--- src/hdl/radix_integer_to_ascii_unit_macros.svh ---
// Assertion macros for the converter's top-level module.
`ifndef RADIX_INTEGER_TO_ASCII_UNIT_MACROS_SVH
`define RADIX_INTEGER_TO_ASCII_UNIT_MACROS_SVH

// Concurrent check on an explicit clock and active-low reset.
`define RITA_ASSERT_CLK(label, clk_i, rstn_i, prop, msg) \
  label: assert property (@(posedge clk_i) disable iff (!rstn_i) prop) else $error(msg);

// Concurrent check on the module's clk and rst_n.
`define RITA_ASSERT(label, prop, msg) `RITA_ASSERT_CLK(label, clk, rst_n, prop, msg)

`endif

--- src/hdl/rita_pkg.sv ---
// Types, constants and digit encoding for the radix integer-to-ASCII converter.
`default_nettype none
package rita_pkg;

  localparam int NUMBER_W    = 64;
  localparam int RADIX_W     = 5;
  localparam int DIGIT_W     = 4;
  localparam int CHAR_W      = 8;
  localparam int STORE_DEPTH = 64;
  localparam int STORE_AW    = 6;
  localparam int COUNT_W     = 7;

  localparam logic [RADIX_W-1:0] RADIX_MIN   = 5'd2;
  localparam logic [RADIX_W-1:0] RADIX_MAX   = 5'd16;
  localparam logic [RADIX_W-1:0] RADIX_RESET = 5'd10;

  localparam logic [CHAR_W-1:0]  CHAR_ZERO   = 8'h30;
  localparam logic [CHAR_W-1:0]  CHAR_A_LC   = 8'h61;
  localparam logic [DIGIT_W-1:0] DIGIT_NINE  = 4'd9;
  localparam logic [CHAR_W-1:0]  DIGIT_TEN   = 8'd10;

  // Divider status towards the sequencer
  typedef struct packed {
    logic               done;
    logic               zero;
    logic [DIGIT_W-1:0] rem;
  } div_stat_t;

  // Map a digit value to '0'-'9' or 'a'-'f'
  function automatic logic [CHAR_W-1:0] digit_to_ascii(input logic [DIGIT_W-1:0] d);
    logic [CHAR_W-1:0] dx;
    dx = {{(CHAR_W-DIGIT_W){1'b0}}, d};
    if (d <= DIGIT_NINE) begin
      return CHAR_ZERO + dx;
    end else begin
      return CHAR_A_LC + dx - DIGIT_TEN;
    end
  endfunction

endpackage
`default_nettype wire

--- src/hdl/rita_divider.sv ---
// Bit-serial restoring divider of a value by a small radix, one quotient bit per cycle.
`default_nettype none
module rita_divider
  import rita_pkg::*;
#(
  parameter int VALUE_WIDTH = 64
) (
  input  wire logic                   clk,
  input  wire logic                   rst_n,
  input  wire logic                   load,
  input  wire logic [VALUE_WIDTH-1:0] dividend,
  input  wire logic [RADIX_W-1:0]     radix,
  output logic      [VALUE_WIDTH-1:0] quotient,
  output div_stat_t                   stat
);

  localparam int CNT_W = $clog2(VALUE_WIDTH + 1);

  logic [VALUE_WIDTH-1:0] q_r, q_nxt;
  logic [DIGIT_W-1:0]     rem_r, rem_nxt;
  logic [CNT_W-1:0]       cnt_r, cnt_nxt;
  logic                   run_r, run_nxt;
  logic                   done_r, done_nxt;
  logic [RADIX_W-1:0]     trial;
  logic [RADIX_W-1:0]     diff;
  logic                   ge;

  // Shift the next dividend bit into the partial remainder and trial-subtract
  assign trial = {rem_r, q_r[VALUE_WIDTH-1]};
  assign ge    = trial >= radix;
  assign diff  = trial - radix;

  always_comb begin
    q_nxt    = q_r;
    rem_nxt  = rem_r;
    cnt_nxt  = cnt_r;
    run_nxt  = run_r;
    done_nxt = 1'b0;
    if (load) begin
      q_nxt   = dividend;
      rem_nxt = '0;
      cnt_nxt = CNT_W'(VALUE_WIDTH);
      run_nxt = 1'b1;
    end else if (run_r) begin
      q_nxt   = {q_r[VALUE_WIDTH-2:0], ge};
      rem_nxt = ge ? diff[DIGIT_W-1:0] : trial[DIGIT_W-1:0];
      cnt_nxt = cnt_r - CNT_W'(1);
      if (cnt_r == CNT_W'(1)) begin
        run_nxt  = 1'b0;
        done_nxt = 1'b1;
      end
    end
  end

  // Hold datapath; control cleared on reset
  always_ff @(posedge clk) begin
    q_r   <= q_nxt;
    rem_r <= rem_nxt;
    cnt_r <= cnt_nxt;
    if (!rst_n) begin
      run_r  <= 1'b0;
      done_r <= 1'b0;
    end else begin
      run_r  <= run_nxt;
      done_r <= done_nxt;
    end
  end

  assign quotient  = q_r;
  assign stat.done = done_r;
  assign stat.zero = ~|q_r;
  assign stat.rem  = rem_r;

endmodule
`default_nettype wire

--- src/hdl/rita_digit_store.sv ---
// Digit memory: one write port, one registered read port.
`default_nettype none
module rita_digit_store
  import rita_pkg::*;
(
  input  wire logic                clk,
  input  wire logic                we,
  input  wire logic [STORE_AW-1:0] waddr,
  input  wire logic [DIGIT_W-1:0]  wdata,
  input  wire logic [STORE_AW-1:0] raddr,
  output logic      [DIGIT_W-1:0]  rdata
);

  logic [DIGIT_W-1:0] mem [STORE_DEPTH];
  logic [DIGIT_W-1:0] rdata_r;

  // Write a digit; read one back through the output register
  always_ff @(posedge clk) begin
    if (we) begin
      mem[waddr] <= wdata;
    end
    rdata_r <= mem[raddr];
  end

  assign rdata = rdata_r;

endmodule
`default_nettype wire

--- src/hdl/radix_integer_to_ascii_unit.sv ---
// Top level of the radix integer-to-ASCII converter.
//
// Usage: program the base through cfg_we/cfg_wdata (reset value 10) while the
// block is idle. Raise start with in_number while busy is low; the value is
// taken at that edge. The block then repeats a division by the base on a
// bit-serial divider, one quotient bit per cycle, storing each remainder as a
// digit until the quotient is zero; the characters then leave most significant
// first, one beat per cycle on out_strobe, with out_last on the final one.
// The longest conversion is base 2 with all ones.
// A base outside 2 to 16 gives a single beat with out_error and out_last set
// and out_digit_char zero, in the cycle after start.
// The receiver cannot stall: each beat is on the outputs for one cycle only.
// Reset (rst_n low, synchronous) returns the sequencer to idle and the base
// register to 10; the digit memory needs no clearing.
`default_nettype none
`include "radix_integer_to_ascii_unit_macros.svh"
module radix_integer_to_ascii_unit
  import rita_pkg::*;
#(
  parameter int VALUE_WIDTH = 64
) (
  input  wire logic                clk,
  input  wire logic                rst_n,
  input  wire logic                cfg_we,
  input  wire logic [RADIX_W-1:0]  cfg_wdata,
  input  wire logic                start,
  output logic                     busy,
  input  wire logic [NUMBER_W-1:0] in_number,
  output logic                     out_strobe,
  output logic      [CHAR_W-1:0]   out_digit_char,
  output logic                     out_last,
  output logic                     out_error
);

  typedef enum logic [1:0] {
    S_IDLE,
    S_DIVIDE,
    S_EMIT
  } state_t;

  state_t                  state_r, state_nxt;
  logic [RADIX_W-1:0]      radix_r;
  logic [COUNT_W-1:0]      count_r, count_nxt;
  logic [STORE_AW-1:0]     ptr_r, ptr_nxt;
  logic                    out_strobe_r, out_strobe_nxt;
  logic                    out_last_r, out_last_nxt;
  logic                    out_error_r, out_error_nxt;

  logic                    radix_ok;
  logic                    accept;
  logic                    last_slot;
  logic                    div_load;
  logic [VALUE_WIDTH-1:0]  div_dividend;
  logic [VALUE_WIDTH-1:0]  div_quot;
  div_stat_t               div_stat;
  logic                    st_we;
  logic [DIGIT_W-1:0]      st_rdata;

  assign radix_ok  = (radix_r >= RADIX_MIN) && (radix_r <= RADIX_MAX);
  assign accept    = start && (state_r == S_IDLE);
  assign last_slot = count_r == COUNT_W'(STORE_DEPTH - 1);
  assign st_we     = (state_r == S_DIVIDE) && div_stat.done;

  // Restart the divider on a new value with a valid base, or on a non-zero quotient while store slots remain
  assign div_load = (accept && radix_ok) ||
                    (st_we && !div_stat.zero && !last_slot);
  assign div_dividend = (state_r == S_IDLE) ? in_number[VALUE_WIDTH-1:0] : div_quot;

  rita_divider #(
    .VALUE_WIDTH(VALUE_WIDTH)
  ) u_divider (
    .clk      (clk),
    .rst_n    (rst_n),
    .load     (div_load),
    .dividend (div_dividend),
    .radix    (radix_r),
    .quotient (div_quot),
    .stat     (div_stat)
  );

  rita_digit_store u_store (
    .clk   (clk),
    .we    (st_we),
    .waddr (count_r[STORE_AW-1:0]),
    .wdata (div_stat.rem),
    .raddr (ptr_r),
    .rdata (st_rdata)
  );

  // Sequence: divide until the quotient is zero or the store is full, then read digits back downwards
  always_comb begin
    state_nxt      = state_r;
    count_nxt      = count_r;
    ptr_nxt        = ptr_r;
    out_strobe_nxt = 1'b0;
    out_last_nxt   = out_last_r;
    out_error_nxt  = out_error_r;
    case (state_r)
      S_IDLE: begin
        if (accept) begin
          if (radix_ok) begin
            state_nxt = S_DIVIDE;
            count_nxt = '0;
          end else begin
            count_nxt      = '0;
            out_strobe_nxt = 1'b1;
            out_last_nxt   = 1'b1;
            out_error_nxt  = 1'b1;
          end
        end
      end
      S_DIVIDE: begin
        if (div_stat.done) begin
          count_nxt = count_r + COUNT_W'(1);
          if (div_stat.zero || last_slot) begin
            state_nxt = S_EMIT;
            ptr_nxt   = count_r[STORE_AW-1:0];
          end
        end
      end
      S_EMIT: begin
        out_strobe_nxt = 1'b1;
        out_error_nxt  = 1'b0;
        out_last_nxt   = ptr_r == '0;
        ptr_nxt        = ptr_r - STORE_AW'(1);
        if (ptr_r == '0) begin
          state_nxt = S_IDLE;
        end
      end
      default: begin
        state_nxt = S_IDLE;
      end
    endcase
  end

  // Hold state, counters and registered outputs
  always_ff @(posedge clk) begin
    ptr_r       <= ptr_nxt;
    out_last_r  <= out_last_nxt;
    out_error_r <= out_error_nxt;
    if (!rst_n) begin
      state_r      <= S_IDLE;
      radix_r      <= RADIX_RESET;
      count_r      <= '0;
      out_strobe_r <= 1'b0;
    end else begin
      state_r      <= state_nxt;
      count_r      <= count_nxt;
      out_strobe_r <= out_strobe_nxt;
      if (cfg_we) begin
        radix_r <= cfg_wdata;
      end
    end
  end

  assign busy           = state_r != S_IDLE;
  assign out_strobe     = out_strobe_r;
  assign out_last       = out_last_r;
  assign out_error      = out_error_r;
  assign out_digit_char = out_error_r ? '0 : digit_to_ascii(st_rdata);

  `RITA_ASSERT(a_err_is_last, out_strobe_r && out_error_r |-> out_last_r, "error beat not last")
  `RITA_ASSERT(a_bad_radix_beat, accept && !radix_ok |=> out_strobe_r && out_error_r, "error lost")
  `RITA_ASSERT(a_done_in_divide, div_stat.done |-> state_r == S_DIVIDE, "stray divider done")
  `RITA_ASSERT(a_store_bound, st_we |-> count_r < COUNT_W'(STORE_DEPTH), "store overrun")

endmodule
`default_nettype wire

--- config.mk ---
export PLATFORM = sky130hd
export DESIGN_NAME = radix_integer_to_ascii_unit
export DESIGN_NICKNAME = d
export VERILOG_FILES = /design/src/hdl/rita_pkg.sv /design/src/hdl/rita_divider.sv /design/src/hdl/rita_digit_store.sv /design/src/hdl/radix_integer_to_ascii_unit.sv
export VERILOG_INCLUDE_DIRS = /design/src /design/src/hdl
export SDC_FILE = /design/constraint.sdc
export NUM_CORES = 1
export LEC_CHECK = 0
export BUFFER_PORTS_ARGS = -buffer_cell sky130_fd_sc_hd__clkbuf_2
export CAP_MARGIN = 15
export CORE_ASPECT_RATIO = 1.2
export CORE_MARGIN = 4
export CORE_UTILIZATION = 45
export DETAILED_ROUTE_END_ITERATION = 8
export GPL_ROUTABILITY_DRIVEN = 0
export GPL_TIMING_DRIVEN = 0
export PLACE_DENSITY = 0.61
export SYNTH_ARGS = -nofsm -noshare
export SYNTH_HDL_FRONTEND = slang
export SYNTH_SLANG_ARGS = --single-unit
--- constraint.sdc ---
create_clock -name clk -period 4.4 [get_ports clk]
set_input_delay 0.88 -clock clk [delete_from_list [all_inputs] [get_ports clk]]
set_output_delay 0.88 -clock clk [all_outputs]
set_load 0.01 [all_outputs]
==> qor.csv <==
metric,value,unit
syn_nets,983,
final_nets,1108,
grt_max_degree,65,
worstMarginPinSlew,865.5,ps
fmax,0.3390,GHz
die_area,36460,sq um
min_period_over_period,67.04,%
slowest_delay,410,ps
clock-sinks,360,
clkLatencyLatePin,540,ps
grt_pass1_wl,50.15,mm
worstSetupEndpointType,output port,
pwr-share-comb,7.3,%
grt_remaining_overflow,0,
power_leakage,5.902,nW
num_rows,73,
dp.cells,1433,
synth_top_area_share,65.43,%
dr.first_iter.drc_count,650,
grt_pass1_vias,8541,
dr.pass1.iters,5,
syn-cell-area,15050,sq um
rr_worst_depth,5,
yosysTopAreaCell,edfxtp_1,
outcome,completed,
arrival,2070,ps
routed_via_density,5.426,
detail-route-antenna-nets,0,
drive_above_1_share,29.40,%
fin_ws,1450,ps
path_cells,inv_1 > ha_1 > o21ai_0 > nand3b_1 > o21ai_0 > clkbuf_2,
hold_buffers,0,
pwr-share-seq,52.0,%
setup_tns,0,ps
path_max_fanout,6,
hp-start,u_divider.cnt_r[1]$_SDFFE_PP0P_,
die_h,208.4,microns
io_buffer_count,82,
synth_area_leaders,"edfxtp_1 65%, mux4_2 9.1%, dfxtp_1 4.3%",
numCtsBuffers,37,
vias,8144,
setup_violations,0,
min_period,2950,ps
hp-class,flop to flop,
holdPathStages,2,
p_per_area,470.3,nW/um^2
synthTopCellsByCount,"328 x edfxtp_1, 92 x nor2_1, 61 x mux4_2",
clockRootBuffer,clkbuf_16,
yosysSeqAreaShare,69.68,%
wl_per_cell,21.65,microns
drc,0,
area_growth,15.86,%
hpwl,22.34,mm
p_sw_share,21.79,%
pwr-share-clk,40.7,%
ys_ff_latch,360,
skew,17.39,ps
antenna_found_initial,0,
vdd_drop_max,0.0003586,V
grt_usage,17.96,%
netlist_instances,897,
filler_cell_count,2749,
syn_area_per_cell,16.78,sq um
core,33060,sq um
cell_internal_pwr,6.416,mW
fin_cells,1501,
path_buf_inv,2,
ctsResizeCount,0,
crit_type,flop to output port,
initial_core_util,45.53,%
drv_cap,0,
synth_cell_types,57,
routed_wirelength,32.50,mm
cts_tree,yes,
cp_top_family,compound AO/OA/AOI/OAI gates,
rrSetupSlack,1470,ps
start_kind,flop,
max-slew-margin-rel,42.30,%
hold_violations,0,
n_antenna_cell,0,
synth_most_common_cell,edfxtp_1,
async_flop_share,0,%
rsz0062_at_grt,no,
p_sw,1.788,mW
cp_slowest_cell,dfxtp_1,
htreeDepth,2,
r2r-start,u_divider.quotient[21]$_DFFE_PP_,
die_w,175.0,microns
clkTransAtPathRegs,60,ps
hold_end,u_divider.cnt_r[1]$_SDFFE_PP0P_,
report.final.slew_viol_count,0,
clock_path_buffers,3,
synth_edf_count,328,
ios,85,
yosys_warnings,0,
crit_required,3520,ps
cpMostUsedCell,o21ai_0,
synth_ff_type,edfxtp_1,
postCtsSetupRepairBufs,0,
reg2reg_to,u_divider.quotient[12]$_DFFE_PP_,
pre_cts_ws,1368,ps
## worst min-delay path: stages, from the launching register on
cell and delay, ps:
dfxtp_1 330, nor2_1 80, a211oi_1 40
## registers in the layout, indices dropped and copies added (netlist names), 2 cells and up
signal              cells
u_divider.cnt_r         7
count_r                 7
u_store.rdata           4
u_store.mem           256
ptr_r                   6
radix_r                 5
state_r                 2
u_divider.rem_r         4
u_divider.quotient     64
## how the worst max path moves through the flow
stage	start	to	slack [ps]	depth (start not counted)
6_report	u_store.rdata[0]$_DFF_P_	out_digit_char[1]	1450	6
3_3_place_gp	u_divider.quotient[18]$_DFFE_PP_	u_divider.quotient[21]$_DFFE_PP_	30	5
5_1_grt	u_store.rdata[0]$_DFF_P_	out_digit_char[0]	1240	6
4_1_cts	u_divider.quotient[18]$_DFFE_PP_	u_divider.quotient[28]$_DFFE_PP_	1370	5
2_1_floorplan	start	u_divider.quotient[0]$_DFFE_PP_	1260	3
3_5_place_dp	u_divider.quotient[21]$_DFFE_PP_	u_divider.quotient[20]$_DFFE_PP_	1370	5
## per-layer routing
layer	global-route usage (%)	share of wire, %	vias to the layer above
met1	23.16	41	4044
met3	4.143	6.7	51
met4	5.230	2.2	0
li1	-	-	3782
met5	0	0	-
met2	30.61	50	267
## power groups by stage
stage	Sequential [mW]	Clock, mW	Combinational, mW
after floorplan	4.32	0	0.353
after global placement	4.47	0	0.444
after detailed placement	4.34	0	0.611
after CTS	4.27	3.41	0.612
after global routing	4.29	3.57	0.668
final	4.26	3.34	0.599
## kinds of logic after synthesis
logic type | synth area share [%]
xor gates and xnor gates | 0.9890
muxes | 15.41
DFF | 69.68
other | 0.02491
adders and majority gates | 1.130
buffers and inverters | 1.978
and+or+nand+nor | 7.106
AOI/OAI and AO/OA | 3.682
## metrics by stage
step	area, sq um	hold WS, ps	power, mW	utilization, %
finish	17440	499.3	8.203	52.75
global route	17440	510.7	8.522	52.75
global placement	16030	470.1	4.913	48.48
detailed placement	16120	487.0	4.949	48.75
CTS	17440	496.1	8.287	52.75
floorplan	15050	454.8	4.672	-
## cell usage in the layout, fill, tap and decap left out, types with 4 or more instances in the layout
cell and count:
buf_4 4, clkbuf_1 25, nand4_1 9, edfxtp_1 328, mux2_4 17, o311ai_0 4, and2_1 5, nor2b_1 10
inv_1 17, mux2_2 48, clkinv_1 5, buf_12 4, xnor2_1 7, o211ai_1 8, mux2i_1 15, dfxtp_2 4
nand3_1 12, a211oi_1 4, clkbuf_16 39, o21ai_0 16, clkbuf_8 5, clkbuf_2 82, o22ai_1 5, nor2_1 92
a22oi_1 5, ha_1 12, xor2_1 10, buf_2 13, nand2b_1 9, mux4_2 61, dfxtp_1 28, clkinv_2 9
nand3b_1 4, bufinv_16 6, nor3_1 8, a21oi_1 11, nand2_1 36, nor4_1 17, o22a_1 6
## final cells by class
type                            count  area [sq um]  share of cell area, %
Tap cell                          450         563.0                  3.228
Timing Repair Buffer               86         490.5                  2.812
Inverter                           18         67.56                 0.3874
Sequential cell                   360         10500                  60.17
Buffer                             47         230.2                  1.320
Clock inverter                     23         272.8                  1.564
Clock buffer                       45          1049                  6.012
Multi-Input combinational cell    472          4274                  24.51
No activity file was read; power rests on OpenSTA's default activity.
